$ cat config.mk
export PLATFORM = sky130hd
export DESIGN_NAME = bit_stream_packer
export DESIGN_NICKNAME = d
export VERILOG_FILES = /design/src/hdl/bsp_pkg.sv /design/src/hdl/bsp_ctrl.sv /design/src/hdl/bsp_datapath.sv /design/src/hdl/bsp_out_stage.sv /design/src/hdl/bit_stream_packer.sv
export SDC_FILE = /design/constraint.sdc
export NUM_CORES = 1
export LEC_CHECK = 0
export BUFFER_PORTS_ARGS = -buffer_cell sky130_fd_sc_hd__buf_4
export CAP_MARGIN = 20
export CORE_ASPECT_RATIO = 1.25
export CORE_MARGIN = 2
export CORE_UTILIZATION = 60
export CTS_CLUSTER_DIAMETER = 30
export DETAILED_ROUTE_END_ITERATION = 6
export MAX_ROUTING_LAYER = met4
export PLACE_DENSITY = 0.89
export SETUP_SLACK_MARGIN = 0.15
export SLEW_MARGIN = 20
export SYNTH_ARGS = -nofsm -noshare
export SYNTH_HDL_FRONTEND = slang
export SYNTH_SLANG_ARGS = --single-unit
$ cat constraint.sdc
create_clock -name clk -period 22.3 [get_ports clk]
set_input_delay 3.345 -clock clk [delete_from_list [all_inputs] [get_ports clk]]
set_output_delay 3.345 -clock clk [all_outputs]
set_load 0.02 [all_outputs]
$ cat src/hdl/bsp_pkg.sv
// ----------------------------------------------------------------------------
// bsp_pkg
// Shared types and constants of the bit stream packer: function codes,
// register indexes, controller states and the command, status and result
// bundles passed between the controller, datapath and output stage.
// ----------------------------------------------------------------------------
package bsp_pkg;

  localparam int CAP_W       = 9;
  localparam int TOTAL_W     = 14;
  localparam int WIDX_W      = 8;
  localparam int CNT_W       = 6;
  localparam int FILL_W      = 5;
  localparam int WORD_W      = 32;
  localparam int CFG_IDX_W   = 2;
  localparam int CFG_DATA_W  = 9;
  localparam int IN_TDATA_W  = 104;
  localparam int IN_TUSER_W  = 3;
  localparam int OUT_TDATA_W = 56;

  localparam logic [CAP_W-1:0] MAX_WORDS = 9'd256;

  localparam logic [CFG_IDX_W-1:0] CFG_CAPACITY = 2'd0;
  localparam logic [CFG_IDX_W-1:0] CFG_CHECK_EN = 2'd1;

  typedef enum logic [2:0] {
    FUNC_RAW    = 3'd0,
    FUNC_VARINT = 3'd1,
    FUNC_RANGED = 3'd2,
    FUNC_MARKER = 3'd3,
    FUNC_FLUSH  = 3'd4
  } func_t;

  typedef enum logic [1:0] {
    OP_NONE   = 2'd0,
    OP_PUT    = 2'd1,
    OP_VARINT = 2'd2,
    OP_FLUSH  = 2'd3
  } op_t;

  typedef enum logic {
    ST_IDLE = 1'b0,
    ST_EXEC = 1'b1
  } state_t;

  typedef struct packed {
    logic load;
    logic step;
    logic xfer;
  } ctrl_cmd_t;

  typedef struct packed {
    logic last_step;
    logic pend_full;
  } dp_status_t;

  typedef struct packed {
    logic [1:0]         n_words;
    logic [WORD_W-1:0]  w0;
    logic [WIDX_W-1:0]  i0;
    logic [WORD_W-1:0]  w1;
    logic [WIDX_W-1:0]  i1;
    logic               ovf;
    logic [TOTAL_W-1:0] bits;
  } result_bundle_t;

endpackage

$ cat src/hdl/bsp_ctrl.sv
// ----------------------------------------------------------------------------
// bsp_ctrl
// Controller: accepts an item, sequences its execute steps and hands the
// finished results of the previous item to the output stage.
// ----------------------------------------------------------------------------
module bsp_ctrl
  import bsp_pkg::*;
(
  input  logic       clk,
  input  logic       rst_n,
  input  logic       in_tvalid,
  output logic       in_tready,
  input  dp_status_t dp_st,
  input  logic       ob_free,
  output ctrl_cmd_t  cmd
);

  state_t state_r;
  state_t state_nxt;

  always_ff @(posedge clk) begin
    if (!rst_n) begin
      state_r <= ST_IDLE;
    end else begin
      state_r <= state_nxt;
    end
  end

  always_comb begin
    state_nxt = state_r;
    cmd       = '0;
    in_tready = 1'b0;
    unique case (state_r)
      ST_IDLE: begin
        cmd.xfer  = dp_st.pend_full && ob_free;
        in_tready = !dp_st.pend_full || ob_free;
        if (in_tvalid && in_tready) begin
          cmd.load  = 1'b1;
          state_nxt = ST_EXEC;
        end
      end
      ST_EXEC: begin
        cmd.step = 1'b1;
        if (dp_st.last_step) begin
          state_nxt = ST_IDLE;
        end
      end
    endcase
  end

endmodule

$ cat src/hdl/bsp_datapath.sv
// ----------------------------------------------------------------------------
// bsp_datapath
// Datapath: configuration registers, operand decode, the bit accumulator
// with capacity checks, and the words gathered for the current item.
// ----------------------------------------------------------------------------
module bsp_datapath
  import bsp_pkg::*;
(
  input  logic                  clk,
  input  logic                  rst_n,
  input  logic                  cfg_valid,
  output logic                  cfg_ready,
  input  logic [CFG_IDX_W-1:0]  cfg_index,
  input  logic [CFG_DATA_W-1:0] cfg_data,
  input  logic [IN_TDATA_W-1:0] in_tdata,
  input  logic [IN_TUSER_W-1:0] in_tuser,
  input  ctrl_cmd_t             cmd,
  output dp_status_t            dp_st,
  output result_bundle_t        res
);

  function automatic logic [CNT_W-1:0] bit_len(input logic [WORD_W-1:0] d);
    logic [CNT_W-1:0] n;
    n = '0;
    for (int i = 0; i < WORD_W; i++) begin
      if (d[i]) begin
        n = CNT_W'(i + 1);
      end
    end
    return n;
  endfunction

  // configuration
  logic [CAP_W-1:0] cap_cfg_r;
  logic             chk_en_r;
  logic [CAP_W-1:0] cap;

  // item operands
  op_t               op_r,  op_nxt;
  logic [WORD_W-1:0] val_r, val_nxt;
  logic [CNT_W-1:0]  cnt_r, cnt_nxt;

  // packer state
  logic [WORD_W-1:0]  acc_r,   acc_nxt;
  logic [FILL_W-1:0]  fill_r,  fill_nxt;
  logic [TOTAL_W-1:0] total_r, total_nxt;
  logic [CAP_W-1:0]   nw_r,    nw_nxt;
  logic               ovf_r,   ovf_nxt;

  // words of the current item
  logic [WORD_W-1:0] pw_r  [2];
  logic [WORD_W-1:0] pw_nxt[2];
  logic [WIDX_W-1:0] pi_r  [2];
  logic [WIDX_W-1:0] pi_nxt[2];
  logic [1:0]        pn_r,   pn_nxt;
  logic              pend_r, pend_nxt;

  // decode
  logic [WORD_W-1:0]  dv;
  logic [CNT_W-1:0]   bc;
  logic signed [32:0] sv, smin, smax, diff33, off33;
  logic               rng_ok;
  logic [WORD_W-1:0]  rng_off;
  logic [CNT_W-1:0]   rng_bits;
  op_t                dec_op;
  logic [WORD_W-1:0]  dec_val;
  logic [CNT_W-1:0]   dec_cnt;

  // insertion
  logic [WORD_W-1:0]    put_v, vm;
  logic [CNT_W-1:0]     put_c;
  logic [WORD_W:0]      mask33;
  logic [TOTAL_W:0]     sum_total;
  logic [CNT_W-1:0]     fill_sum;
  logic                 full, slot_out, over_cap;
  logic [2*WORD_W-1:0]  acc_new;
  logic                 push;
  logic [WORD_W-1:0]    push_word;
  logic                 last_step;

  assign cfg_ready = 1'b1;

  always_ff @(posedge clk) begin
    if (!rst_n) begin
      cap_cfg_r <= MAX_WORDS;
      chk_en_r  <= 1'b0;
    end else if (cfg_valid) begin
      if (cfg_index == CFG_CAPACITY) begin
        cap_cfg_r <= cfg_data;
      end else if (cfg_index == CFG_CHECK_EN) begin
        chk_en_r <= cfg_data[0];
      end
    end
  end

  assign cap = (cap_cfg_r > MAX_WORDS) ? MAX_WORDS : cap_cfg_r;

  // operand decode at accept
  always_comb begin
    dv       = in_tdata[31:0];
    bc       = in_tdata[37:32];
    smin     = {in_tdata[69], in_tdata[69:38]};
    smax     = {in_tdata[101], in_tdata[101:70]};
    sv       = {dv[31], dv};
    diff33   = smax - smin;
    off33    = sv - smin;
    rng_ok   = smax > smin;
    rng_bits = bit_len(diff33[WORD_W-1:0]);
    if (sv < smin) begin
      rng_off = '0;
    end else if (sv > smax) begin
      rng_off = diff33[WORD_W-1:0];
    end else begin
      rng_off = off33[WORD_W-1:0];
    end
    dec_op  = OP_NONE;
    dec_val = dv;
    dec_cnt = bc;
    unique case (func_t'(in_tuser))
      FUNC_RAW: begin
        dec_op = (bc != '0 && bc <= CNT_W'(WORD_W)) ? OP_PUT : OP_NONE;
      end
      FUNC_VARINT: begin
        dec_op = OP_VARINT;
      end
      FUNC_RANGED: begin
        dec_op  = rng_ok ? OP_PUT : OP_NONE;
        dec_val = rng_off;
        dec_cnt = rng_bits;
      end
      FUNC_MARKER: begin
        dec_op  = chk_en_r ? OP_PUT : OP_NONE;
        dec_val = {24'd0, dv[7:0]};
        dec_cnt = CNT_W'(8);
      end
      FUNC_FLUSH: begin
        dec_op = OP_FLUSH;
      end
      default: begin
        dec_op = OP_NONE;
      end
    endcase
  end

  // one insertion per step
  always_comb begin
    if (op_r == OP_VARINT) begin
      put_v = {24'd0, (val_r[31:7] != '0), val_r[6:0]};
      put_c = CNT_W'(8);
    end else begin
      put_v = val_r;
      put_c = cnt_r;
    end
    mask33    = (33'd1 << put_c) - 33'd1;
    vm        = put_v & mask33[WORD_W-1:0];
    sum_total = {1'b0, total_r} + (TOTAL_W+1)'(put_c);
    over_cap  = sum_total > (TOTAL_W+1)'({cap, 5'd0});
    fill_sum  = {1'b0, fill_r} + put_c;
    full      = fill_sum[CNT_W-1];
    slot_out  = nw_r >= cap;
    acc_new   = {32'd0, acc_r} | ({32'd0, vm} << fill_r);
    last_step = (op_r != OP_VARINT) || (val_r[31:7] == '0);
  end

  assign dp_st.last_step = last_step;
  assign dp_st.pend_full = pend_r;

  always_comb begin
    op_nxt    = op_r;
    val_nxt   = val_r;
    cnt_nxt   = cnt_r;
    acc_nxt   = acc_r;
    fill_nxt  = fill_r;
    total_nxt = total_r;
    nw_nxt    = nw_r;
    ovf_nxt   = ovf_r;
    pw_nxt    = pw_r;
    pi_nxt    = pi_r;
    pn_nxt    = pn_r;
    pend_nxt  = pend_r;
    push      = 1'b0;
    push_word = '0;

    if (cmd.xfer) begin
      pend_nxt = 1'b0;
    end
    if (cmd.load) begin
      op_nxt  = dec_op;
      val_nxt = dec_val;
      cnt_nxt = dec_cnt;
      pn_nxt  = '0;
    end
    if (cmd.step) begin
      unique case (op_r)
        OP_PUT, OP_VARINT: begin
          if (over_cap || (full && slot_out)) begin
            ovf_nxt = 1'b1;
          end else begin
            if (full) begin
              push      = 1'b1;
              push_word = acc_new[WORD_W-1:0];
              acc_nxt   = acc_new[2*WORD_W-1:WORD_W];
            end else begin
              acc_nxt = acc_new[WORD_W-1:0];
            end
            fill_nxt  = fill_sum[FILL_W-1:0];
            total_nxt = sum_total[TOTAL_W-1:0];
          end
        end
        OP_FLUSH: begin
          if (fill_r != '0) begin
            if (slot_out) begin
              ovf_nxt = 1'b1;
            end else begin
              push      = 1'b1;
              push_word = acc_r;
            end
            acc_nxt  = '0;
            fill_nxt = '0;
          end
        end
        OP_NONE: begin
        end
      endcase
      val_nxt = val_r >> 7;
      if (last_step) begin
        pend_nxt = 1'b1;
      end
    end
    if (push) begin
      nw_nxt = nw_r + 1'b1;
      if (!pn_r[1]) begin
        pw_nxt[pn_r[0]] = push_word;
        pi_nxt[pn_r[0]] = nw_r[WIDX_W-1:0];
        pn_nxt          = pn_r + 1'b1;
      end
    end
  end

  always_ff @(posedge clk) begin
    if (!rst_n) begin
      op_r    <= OP_NONE;
      acc_r   <= '0;
      fill_r  <= '0;
      total_r <= '0;
      nw_r    <= '0;
      ovf_r   <= 1'b0;
      pn_r    <= '0;
      pend_r  <= 1'b0;
    end else begin
      op_r    <= op_nxt;
      acc_r   <= acc_nxt;
      fill_r  <= fill_nxt;
      total_r <= total_nxt;
      nw_r    <= nw_nxt;
      ovf_r   <= ovf_nxt;
      pn_r    <= pn_nxt;
      pend_r  <= pend_nxt;
    end
  end

  always_ff @(posedge clk) begin
    val_r <= val_nxt;
    cnt_r <= cnt_nxt;
    pw_r  <= pw_nxt;
    pi_r  <= pi_nxt;
  end

  assign res.n_words = pn_r;
  assign res.w0      = pw_r[0];
  assign res.i0      = pi_r[0];
  assign res.w1      = pw_r[1];
  assign res.i1      = pi_r[1];
  assign res.ovf     = ovf_r;
  assign res.bits    = total_r;

endmodule

$ cat src/hdl/bsp_out_stage.sv
// ----------------------------------------------------------------------------
// bsp_out_stage
// Output stage: holds the one or two results of a finished item and
// presents them on the result channel in order.
// ----------------------------------------------------------------------------
module bsp_out_stage
  import bsp_pkg::*;
(
  input  logic                   clk,
  input  logic                   rst_n,
  input  logic                   xfer,
  input  result_bundle_t         res,
  output logic                   ob_free,
  output logic                   out_tvalid,
  input  logic                   out_tready,
  output logic [OUT_TDATA_W-1:0] out_tdata,
  output logic [0:0]             out_tuser,
  output logic                   out_tlast
);

  logic [1:0]         rc_r, rc_nxt;
  logic               sel_r, sel_nxt;
  logic               wv_r;
  logic [WORD_W-1:0]  w_r [2];
  logic [WIDX_W-1:0]  i_r [2];
  logic               ovf_r;
  logic [TOTAL_W-1:0] bits_r;
  logic [WORD_W-1:0]  word;
  logic [WIDX_W-1:0]  idx;

  assign out_tvalid = rc_r != 2'd0;
  assign ob_free    = (rc_r == 2'd0) || (rc_r == 2'd1 && out_tready);

  always_comb begin
    rc_nxt  = rc_r;
    sel_nxt = sel_r;
    if (xfer) begin
      rc_nxt  = (res.n_words == 2'd0) ? 2'd1 : res.n_words;
      sel_nxt = 1'b0;
    end else if (out_tvalid && out_tready) begin
      rc_nxt  = rc_r - 2'd1;
      sel_nxt = 1'b1;
    end
  end

  always_ff @(posedge clk) begin
    if (!rst_n) begin
      rc_r  <= '0;
      sel_r <= 1'b0;
    end else begin
      rc_r  <= rc_nxt;
      sel_r <= sel_nxt;
    end
  end

  always_ff @(posedge clk) begin
    if (xfer) begin
      wv_r   <= res.n_words != 2'd0;
      w_r[0] <= res.w0;
      w_r[1] <= res.w1;
      i_r[0] <= res.i0;
      i_r[1] <= res.i1;
      ovf_r  <= res.ovf;
      bits_r <= res.bits;
    end
  end

  assign word      = wv_r ? w_r[sel_r] : '0;
  assign idx       = wv_r ? i_r[sel_r] : '0;
  assign out_tdata = {1'b0, bits_r, ovf_r, idx, word};
  assign out_tuser = wv_r;
  assign out_tlast = rc_r == 2'd1;

endmodule

$ cat src/hdl/bit_stream_packer.sv
// ----------------------------------------------------------------------------
// bit_stream_packer
// Packs variable-width fields LSB first into 32-bit words; raw bits, LEB128
// varints, ranged integers, check markers and flush.
// ----------------------------------------------------------------------------
// An item is first accepted and decoded, then the accumulator performs its
// bit-insertion step: a varint takes one insertion step per 8-bit chunk, any
// other item a single step. Each item produces one or two results (a
// status-only result when no word completes); they sit in an output stage
// while the next item is accepted and executed, and an item's results move
// to that stage only once the previous item's results have been taken. The
// user writes configuration through the cfg_ port only while the block is
// idle; the block does not enforce this. Capacity values above 256 words act as 256.
// ----------------------------------------------------------------------------
module bit_stream_packer
  import bsp_pkg::*;
(
  input  logic                   clk,
  input  logic                   rst_n,
  // cfg_index: 0 capacity_words, 1 check_enable
  input  logic                   cfg_valid,
  output logic                   cfg_ready,
  input  logic [CFG_IDX_W-1:0]   cfg_index,
  input  logic [CFG_DATA_W-1:0]  cfg_data,
  input  logic                   in_tvalid,
  output logic                   in_tready,
  // data_value[31:0], bit_count[37:32], range_min[69:38], range_max[101:70]
  input  logic [IN_TDATA_W-1:0]  in_tdata,
  // func[2:0]
  input  logic [IN_TUSER_W-1:0]  in_tuser,
  output logic                   out_tvalid,
  input  logic                   out_tready,
  // out_word[31:0], word_index[39:32], overflowed[40], bits_written[54:41]
  output logic [OUT_TDATA_W-1:0] out_tdata,
  // word_valid[0]
  output logic [0:0]             out_tuser,
  output logic                   out_tlast
);

  ctrl_cmd_t      cmd;
  dp_status_t     dp_st;
  result_bundle_t res;
  logic           ob_free;

  bsp_ctrl u_ctrl (
    .clk       (clk),
    .rst_n     (rst_n),
    .in_tvalid (in_tvalid),
    .in_tready (in_tready),
    .dp_st     (dp_st),
    .ob_free   (ob_free),
    .cmd       (cmd)
  );

  bsp_datapath u_datapath (
    .clk       (clk),
    .rst_n     (rst_n),
    .cfg_valid (cfg_valid),
    .cfg_ready (cfg_ready),
    .cfg_index (cfg_index),
    .cfg_data  (cfg_data),
    .in_tdata  (in_tdata),
    .in_tuser  (in_tuser),
    .cmd       (cmd),
    .dp_st     (dp_st),
    .res       (res)
  );

  bsp_out_stage u_out_stage (
    .clk        (clk),
    .rst_n      (rst_n),
    .xfer       (cmd.xfer),
    .res        (res),
    .ob_free    (ob_free),
    .out_tvalid (out_tvalid),
    .out_tready (out_tready),
    .out_tdata  (out_tdata),
    .out_tuser  (out_tuser),
    .out_tlast  (out_tlast)
  );

endmodule

# Word level (Yosys, flattened, before mapping)
# Memory sizes are Yosys's and may differ from the RTL's. A register that Yosys moved wholly into a read port is not among the register bits.
# Cells that the tools add are included.
# Widths: inputs -> output; s select.
word_totals:
  ff_bits: 214
  ramBits: 80
  inputBits: 123
  out_inout_bits: 61
  elab_cells: 197
  memories: 2
memory_table:
  columns: ["name", "words", "word_bits", "read_ports", "rd_clocked_by_memory_dff", "wr", "line", "text"]
  rows:
  - ["u_out_stage.w_r", 2, 32, 1, 1, 2, "bsp_out_stage.sv:24", "logic [WORD_W-1:0] w_r [2];"]
  - ["u_out_stage.i_r", 2, 8, 1, 1, 2, "bsp_out_stage.sv:25", "logic [WIDX_W-1:0] i_r [2];"]
classes:
  add_sub_neg: 8
  n_lt_le_gt_ge: 9
  eq_ne: 14
  shifts: 2
  mux: 98
  bitwise: 8
  reduce_logical: 33
ops:
  columns: ["op", "n"]
  rows:
  - ["$mux 32", 13]
  - ["$pmux 32 s2", 3]
  - ["$mux 5", 18]
  - ["$bwmux 64", 1]
  - ["$gt 32x32->1", 2]
  - ["$or 32x64->64", 1]
  - ["$shl 32x5->64", 1]
  - ["$sub 32x32->32", 2]
  - ["$mux 25", 2]
  - ["$and 32x32->32", 1]
  - ["$demux 32 s1", 1]
  - ["$lt 32x32->1", 1]
  - ["$mux 4", 8]
  - ["$shl 1x6->32 const A", 1]
  - ["$sub 32x1->32 const B", 1]
  - ["$mux 1", 27]
  - ["$logic_not 25->1", 1]
  - ["$reduce_bool 25->1", 1]
  - ["$bwmux 16", 1]
  - ["$mux 2", 8]
  - ["$mux 8", 2]
  - ["$add 14x6->15", 1]
  - ["$gt 15x14->1", 1]
  - ["$mux 3", 4]
  - ["38 further kinds", 70]

# Longest topological paths before layout
# Gate-level depths: netlist (run 1).
depth:
  ltp_word: 34
  mapped_depth: 31
  mapped_depth_nobuf: 26

# By module
# A second synthesis (run 1) with hierarchy kept.
hier_totals:
  hier_cells: 2379
  hier_area_um2: 21613.2
by_module_without_submodules:
  columns: ["module", "n_inst", "cells_each", "area_each_um2", "seq_area_each_um2"]
  rows:
  - ["bsp_datapath", 1, 2157, 17668.2, 4994.8]
  - ["bsp_out_stage", 1, 212, 3872.5, 2962.8]
  - ["bsp_ctrl", 1, 10, 72.6, 20.0]

# Worst setup path before layout (run 1)
# Ideal clock, no wire load.
synth_timing:
  kind: "input to register"
  startpoint: "in out_tready"
  endpoint: "reg u_out_stage.rc_r[0]"
  setup_time_ns: 0.449
  t_arrival_ns: 11.298
  required_ns: 21.851
  path_slack_ns: 10.553
  stages: 3
  path_buffers: 0
  path_cell_list: "a21oi_1 -> nor3b_1 -> a311oi_1"
synth_lines:
  columns: ["item", "line", "text"]
  rows:
  - ["start, declared", "bit_stream_packer.sv:32", "input logic out_tready,"]
  - ["end signal, assigned", "bsp_out_stage.sv:51", "rc_r <= rc_nxt;"]
  - ["end, declared", "bsp_out_stage.sv:21", "logic [1:0] rc_r, rc_nxt;"]

# Worst setup path in the final report (run 1)
layout_timing:
  startpoint: "in out_tready"
  endpoint: "out in_tready"
layout_via:
  elab_chain_len: 4
layout_rtl:
  columns: ["item", "line", "text"]
  rows:
  - ["$logic_and 1x1->1", "bsp_out_stage.sv:32", "assign ob_free = (rc_r == 2'd0) || (rc_r == 2'd1 && out_tready);"]
  - ["$logic_or 1x1->1", "bsp_out_stage.sv:32", null]
  - ["$logic_or 1x1->1", "bsp_ctrl.sv:36", "in_tready = !dp_st.pend_full || ob_free;"]
  - ["$mux 1", "bsp_ctrl.sv:33", "unique case (state_r)"]
  - ["end, declared", "bit_stream_packer.sv:26", "output logic in_tready,"]
# No other way between the ends.

==> results of run 1 <==
[cells in the mapped netlist, drive strengths merged (5+ instances only)]
| library cell | count |
|---|---|
| buf | 23 |
| mux2 | 28 |
| o21bai | 11 |
| a211oi | 24 |
| a31oi | 34 |
| xor2 | 43 |
| a21oi | 165 |
| nand3b | 8 |
| nand2b | 26 |
| a22o | 5 |
| inv | 130 |
| o31a | 8 |
| nor2 | 193 |
| nor3 | 49 |
| nor4 | 17 |
| a221oi | 16 |
| xnor2 | 55 |
| a21boi | 9 |
| dfxtp | 88 |
| o211a | 5 |
| and2 | 21 |
| nor2b | 67 |
| a22oi | 36 |
| o21ai | 144 |
| o31ai | 11 |
| a311oi | 5 |
| a2111oi | 8 |
| and3 | 26 |
| clkbuf | 93 |
| mux2i | 90 |
| edfxtp | 207 |
| nor3b | 18 |
| a31o | 6 |
| o21a | 20 |
| or2 | 5 |
| o22ai | 20 |
| nand2 | 152 |
| a211o | 9 |
| or3 | 16 |
| mux4 | 16 |
| nand3 | 52 |
| nand4 | 22 |
| ha | 133 |
| o211ai | 19 |
| a21o | 56 |
[where the power goes]
group / leakage, nW / internal, mW / total (mW) / switching, mW
Clock: 0.581 / 0.332 / 0.569 / 0.236
Combinational: 6.19 / 0.167 / 0.417 / 0.250
Sequential: 2.67 / 0.607 / 0.631 / 0.0245
Total: 9.44 / 1.11 / 1.62 / 0.511
[worst max-delay path, delay by kind of cell]
| kind | cells | cell delay (ns) |
|---|---|---|
| AOI/OAI and AO/OA | 2 | 0.67 |
| buffers and inverters | 2 | 0.35 |
[flip-flops by register name, indices dropped and copies added (netlist names), 2 cells and up, named ones only]
name and cells:
u_datapath.total_r 14, u_datapath.res 80, u_datapath.val_r 32, u_out_stage.rc_r 2, u_out_stage.i_r 16, u_datapath.pn_r 2
u_out_stage.w_r 64, u_datapath.op_r 2, u_datapath.cap_cfg_r 9, u_datapath.cnt_r 6, u_datapath.nw_r 9, u_datapath.fill_r 5
u_out_stage.bits_r 14, u_datapath.acc_r 32
[cell usage in the layout, fill, tap and decap left out, drive strengths merged, types with 28 or more instances in the layout]
cell type / netlist / routed
edfxtp: 207 / 207
buf: 23 / 203
nor2: 193 / 193
a21oi: 165 / 165
nand2: 152 / 152
o21ai: 144 / 144
inv: 130 / 135
ha: 133 / 133
mux2i: 90 / 90
dfxtp: 88 / 88
nor2b: 67 / 67
a21o: 56 / 56
xnor2: 55 / 55
nand3: 52 / 52
nor3: 49 / 49
clkbuf: 93 / 44
xor2: 43 / 43
a22oi: 36 / 36
a31oi: 34 / 34
mux2: 28 / 28
[final cells by class]
| type | count | area share, % |
|---|---|---|
| multi-input combinational | 1711 | 50.2 |
| sequential | 295 | 33.7 |
| timing repair buffer | 203 | 6.44 |
| clock buffer | 44 | 3.97 |
| tap | 468 | 2.48 |
| inverter | 131 | 2.08 |
| clock inverter | 18 | 1.07 |
[final timing paths]
kind                       endpoint  cells after the start
min          u_out_stage.w_r[1][13]                      0
max                       in_tready                      4
min reg2reg  u_out_stage.w_r[1][13]                      0
max reg2reg      u_datapath.res[26]                     24
[per-stage QoR]
stage	power [mW]	util, %	instances	hold slack [ns]	worst slack (ns)
2_1_floorplan	0.917	-	2253	0.400	10.55
3_3_place_gp	1.04	65.4	2807	0.400	14.65
3_5_place_dp	1.05	65.4	2808	0.405	14.63
4_1_cts	1.61	68.9	2870	0.401	14.59
5_1_grt	1.68	68.9	2870	0.403	14.36
6_report	1.62	68.9	2870	0.407	14.59
[routing by layer]
metal | routed length [um] | global-route usage (%) | vias up
met5 | 0 | - | -
met4 | 4640 | 23.8 | 0
met3 | 3440 | 3.89 | 246
met2 | 32200 | 63.3 | 878
met1 | 21900 | 36.7 | 8700
li1 | - | - | 8604
[cells by family after synthesis]
logic type      after synthesis  share of synthesized area [%]
compound gates              652                           20.5
xor+xnor                     98                           4.13
fa+ha+maj                   136                           8.30
buf+inv                     247                           4.54
flops                       295                           38.4
mux                         134                           7.59
other cells                   2                         0.0362
simple gates                689                           16.5
==> results.py, run 1 <==
metrics = {
    "status": {
        "outcome": "finished, final reports clean",
    },
    "route": {
        "vias": 18400,
        "drc": 0,
        "drt-pass1-iter-count": 5,
        "wirelength_um": 62200,
        "drtIter0Drc": 1476,
        "wl_per_cell_um": 21.7,
        "viasPerCell": 6.42,
        "final_antenna_net_count": 0,
    },
    "worst_setup_path": {
        "crit_type": "input port to output pin",
        "worst_setup_path_start_kind": "input port",
        "end_kind": "output pin",
        "cp_cell_sequence": "buf_4, a21oi_1, a21oi_1, buf_4",
        "crit_arrival_ns": 4.37,
        "worstPathMaxFanout": 3,
        "cp.required_ns": 18.95,
        "r2r-start": "u_datapath.op_r[0]",
        "critPathLaunch": "out_tready",
        "critPathMaxStageDelay_ns": 0.46,
        "r2r_slack_ns": 14.87,
        "crit_slowest_cell": "a21oi_1",
    },
    "layout": {
        "layout.nets": 2635,
        "area_delta_synth_final_pct": 13.9,
        "antenna_cells_inserted": 0,
        "fin_area_mm2": 0.0237,
        "multi_input_area_mm2": 0.0119,
        "ff_latch_area_mm2": 0.00798,
        "fillers": 2611,
        "drive_gt1_share_pct": 14.2,
    },
    "global_routing": {
        "track_usage_pct": 35.4,
        "overflow": 0,
        "antenna_found_initial": 0,
        "grt_start_max_net_pins": 92,
        "grt_pass1_wl_um": 97300,
        "grt_pass1_vias": 18300,
    },
    "placement": {
        "post_dp_cell_area_mm2": 0.0225,
        "dp_hpwl_um": 47600,
        "io_buffers": 179,
        "gp_congestion": 1.00,
    },
    "synth": {
        "ys.flop_type": "edfxtp_1",
        "synth.area.top_cells": "edfxtp_1 (30%), dfxtp_1 (8.5%), ha_1 (8.0%)",
        "yosysTopAreaCell": "edfxtp_1",
        "syn-cell-area_mm2": 0.0208,
        "synth_area_per_cell_um2": 9.22,
        "synth_seq_cells": 295,
        "synth_top_area_share_pct": 29.9,
        "synth.distinct_cells": 90,
        "ys_warn_count": 0,
        "ys_async_sr_fraction_pct": 0,
        "synth_edf_count": 207,
        "synth_nets": 2512,
        "synthCells": 2253,
        "ys_seq_area_share_pct": 38.4,
    },
    "cts": {
        "clk_latency_ns": 0.55,
        "cts_inserted_buffers": 34,
        "post-cts-setup-buffer-count": 0,
        "post_cts_resized": 0,
        "root_buffer": "clkbuf_16",
        "clock_path_buffers": 3,
        "clkTransAtPathRegs_ns": 0.06,
        "cts_tree": "built",
        "cts_sinks": 295,
        "cts_hold_buf": 0,
        "htree_levels": 2,
    },
    "sta": {
        "fin_skew_ns": 0.0387,
        "finalSetupViolations": 0,
        "maxSlewHeadroom_pct": 25.3,
        "final_hold_viol_count": 0,
        "worst_pin_slew_ns": 1.11,
        "setup-tns-final_ns": 0,
        "max_freq_mhz": 130,
        "period_share_pct": 34.6,
        "rsz0062_at_grt": "false",
        "slew_viol_final": 0,
        "min_period_ns": 7.71,
    },
    "floorplanning": {
        "core_mm2": 0.0343,
        "die_area_mm2": 0.0361,
        "die_h_um": 212,
        "die_w_um": 170,
        "rows": 76,
        "initial_core_util_pct": 60.5,
        "io_pins": 184,
    },
    "hold_path": {
        "hp-class": "flip-flop to flip-flop",
        "hp-start": "u_datapath.res[36]",
    },
    "power_and_ir_drop": {
        "peakVddDrop_mv": 0.0434,
        "powerDensity_mw_per_mm2": 68.3,
        "p_leak_nw": 9.44,
    },
    "job": {
        "max_cap_violations": 0,
    },
}
Note: power is estimated with default switching activity, not from simulation.
==> run 2: changes to the inputs <==
- CORE_UTILIZATION: 60 -> 55
- PLACE_DENSITY: 0.89 -> 0.86
- clock period: 22.3 -> 6.99 ns (I/O delays scaled with it)
==> results.py, run 2 (synthesis gave the netlist of run 1 again) <==
metrics = {
    "layout": {
        "final_cell_mix": "buf_4 (211), edfxtp_1 (207), nor2_1 (193)",
        "fin_util_pct": 64.0,
        "mostFrequentLayoutCell": "buf_4",
        "antenna_cells_inserted": 0,
        "largest_reg_flops": 80,
        "fillers": 2985,
        "area_delta_synth_final_pct": 14.8,
        "drive_gt1_share_pct": 14.9,
        "fin_area_mm2": 0.0239,
        "finalNonFillerCells": 2901,
        "layout.nets": 2646,
    },
    "sta": {
        "fin_skew_ns": 0.0269,
        "min_period_ns": 6.18,
        "period_share_pct": 88.4,
        "max_freq_mhz": 162,
        "slew_viol_final": 0,
        "holdWs_ns": 0.416,
        "finalSetupViolations": 0,
        "layout_setup_ws_ns": 0.814,
        "maxSlewHeadroom_pct": 16.2,
        "setup-tns-final_ns": 0,
        "final_hold_viol_count": 0,
        "rsz0062_at_grt": "false",
        "worst_pin_slew_ns": 1.25,
    },
    "hold_path": {
        "hp-class": "flip-flop to flip-flop",
        "hold-path-cell-count": 0,
    },
    "global_routing": {
        "grt_pass1_vias": 18100,
        "grt_pass1_wl_um": 96200,
        "grt_start_max_net_pins": 91,
        "antenna_found_initial": 0,
        "overflow": 0,
        "track_usage_pct": 31.7,
    },
    "cts": {
        "clk_latency_ns": 0.53,
        "cts_sinks": 295,
        "cts_inserted_buffers": 37,
        "post-cts-setup-buffer-count": 0,
        "cts_tree": "built",
        "cts_hold_buf": 0,
        "root_buffer": "clkbuf_16",
        "htree_levels": 2,
        "post_cts_resized": 0,
        "clock_path_buffers": 3,
        "clkTransAtPathRegs_ns": 0.06,
    },
    "route": {
        "drc": 0,
        "drt-pass1-iter-count": 5,
        "drtIter0Drc": 1401,
        "vias": 18300,
        "viasPerCell": 6.31,
        "final_antenna_net_count": 0,
        "wl_per_cell_um": 21.1,
        "wirelength_um": 61200,
    },
    "floorplanning": {
        "core_mm2": 0.0373,
        "rows": 79,
        "initial_core_util_pct": 55.7,
        "die_h_um": 221,
        "die_w_um": 178,
        "die_area_mm2": 0.0393,
        "io_pins": 184,
    },
    "power_and_ir_drop": {
        "power.net_switching_mw": 1.66,
        "clock_power_share_pct": 36.9,
        "powerDensity_mw_per_mm2": 222,
        "peakVddDrop_mv": 0.156,
        "pwr-share-comb_pct": 25.4,
        "switching_share_pct": 31.4,
        "power.share.sequential_pct": 37.7,
        "p_int_mw": 3.63,
        "power_mw": 5.30,
        "p_leak_nw": 9.54,
    },
    "placement": {
        "dp_hpwl_um": 46800,
        "post-place-ws_ns": 1.02,
        "gp_congestion": 1.02,
        "post_dp_cell_area_mm2": 0.0226,
        "io_buffers": 179,
        "place_inst": 2834,
    },
    "job": {
        "max_cap_violations": 0,
    },
    "worst_setup_path": {
        "cp.required_ns": 7.42,
        "r2r_slack_ns": 0.81,
        "end_kind": "flip-flop",
        "worstPathMaxFanout": 15,
        "crit_type": "flip-flop to flip-flop",
        "reg2reg_depth": 24,
        "crit_arrival_ns": 6.61,
        "worst_setup_path_start_kind": "flip-flop",
    },
    "status": {
        "outcome": "finished, final reports clean",
    },
}
run 2: cell count changes in the layout (fill, tap and decap cells not counted), sizes merged:
cell | before | now
bufinv | 2 | 3
buf | 203 | 211
clkinv | 12 | 13
clkbuf | 44 | 40
clkinvlp | 0 | 2
inv | 135 | 140
run 2: worst max-delay path, stage by stage (launching register included):
cell,delay [ns]
dfxtp_1,0.44
inv_1,0.11
ha_1,0.29
nor2b_1,0.25
ha_1,0.23
inv_1,0.06
fa_1,0.42
nor2b_1,0.12
o21ai_0,0.10
a21boi_1,0.23
o21ai_0,0.15
a21oi_1,0.35
nand2_1,0.11
nor2_1,0.21
xnor2_1,0.11
ha_1,0.32
nand3_1,0.12
nor3_1,0.20
o211ai_1,0.10
a2bb2oi_1,0.19
a221oi_1,0.35
o21ai_1,0.37
nor2_1,0.53
nand3_1,0.43
o21ai_0,0.31
run 2: power by group through the flow:
stage	Clock (mW)	Sequential, mW	Combinational, mW
2_1_floorplan	0	2.01	0.917
3_3_place_gp	0	2.03	1.28
3_5_place_dp	0	2.03	1.31
4_1_cts	1.97	2.00	1.32
5_1_grt	2.05	2.00	1.46
6_report	1.95	2.00	1.35
run 2: area by class of cell:
class                      count  area (um^2)  area share, %
clock buffer                  40          978           4.10
clock inverter                27          319           1.34
inverter                     131          492           2.06
multi-input combinational   1711        11900           49.8
sequential                   295         7980           33.5
tap                          486          608           2.55
timing repair buffer         211         1580           6.64
run 2: routing by layer:
metal,share of wire [%],global-route usage [%],vias to the layer above
li1,-,-,8642
met3,5.6,3.33,230
met2,51,55.1,831
met1,37,34.6,8603
met5,0,-,-
met4,6.8,19.0,0
run 2: path summary, 6_finish.rpt:
| path | from | to |
|---|---|---|
| hold reg to reg | u_datapath.res[32] | u_out_stage.w_r[1][9] |
| hold / removal | u_datapath.res[32] | u_out_stage.w_r[1][9] |
| setup / recovery | u_datapath.op_r[0] | u_datapath.acc_r[2] |
| setup reg to reg | u_datapath.op_r[0] | u_datapath.acc_r[2] |
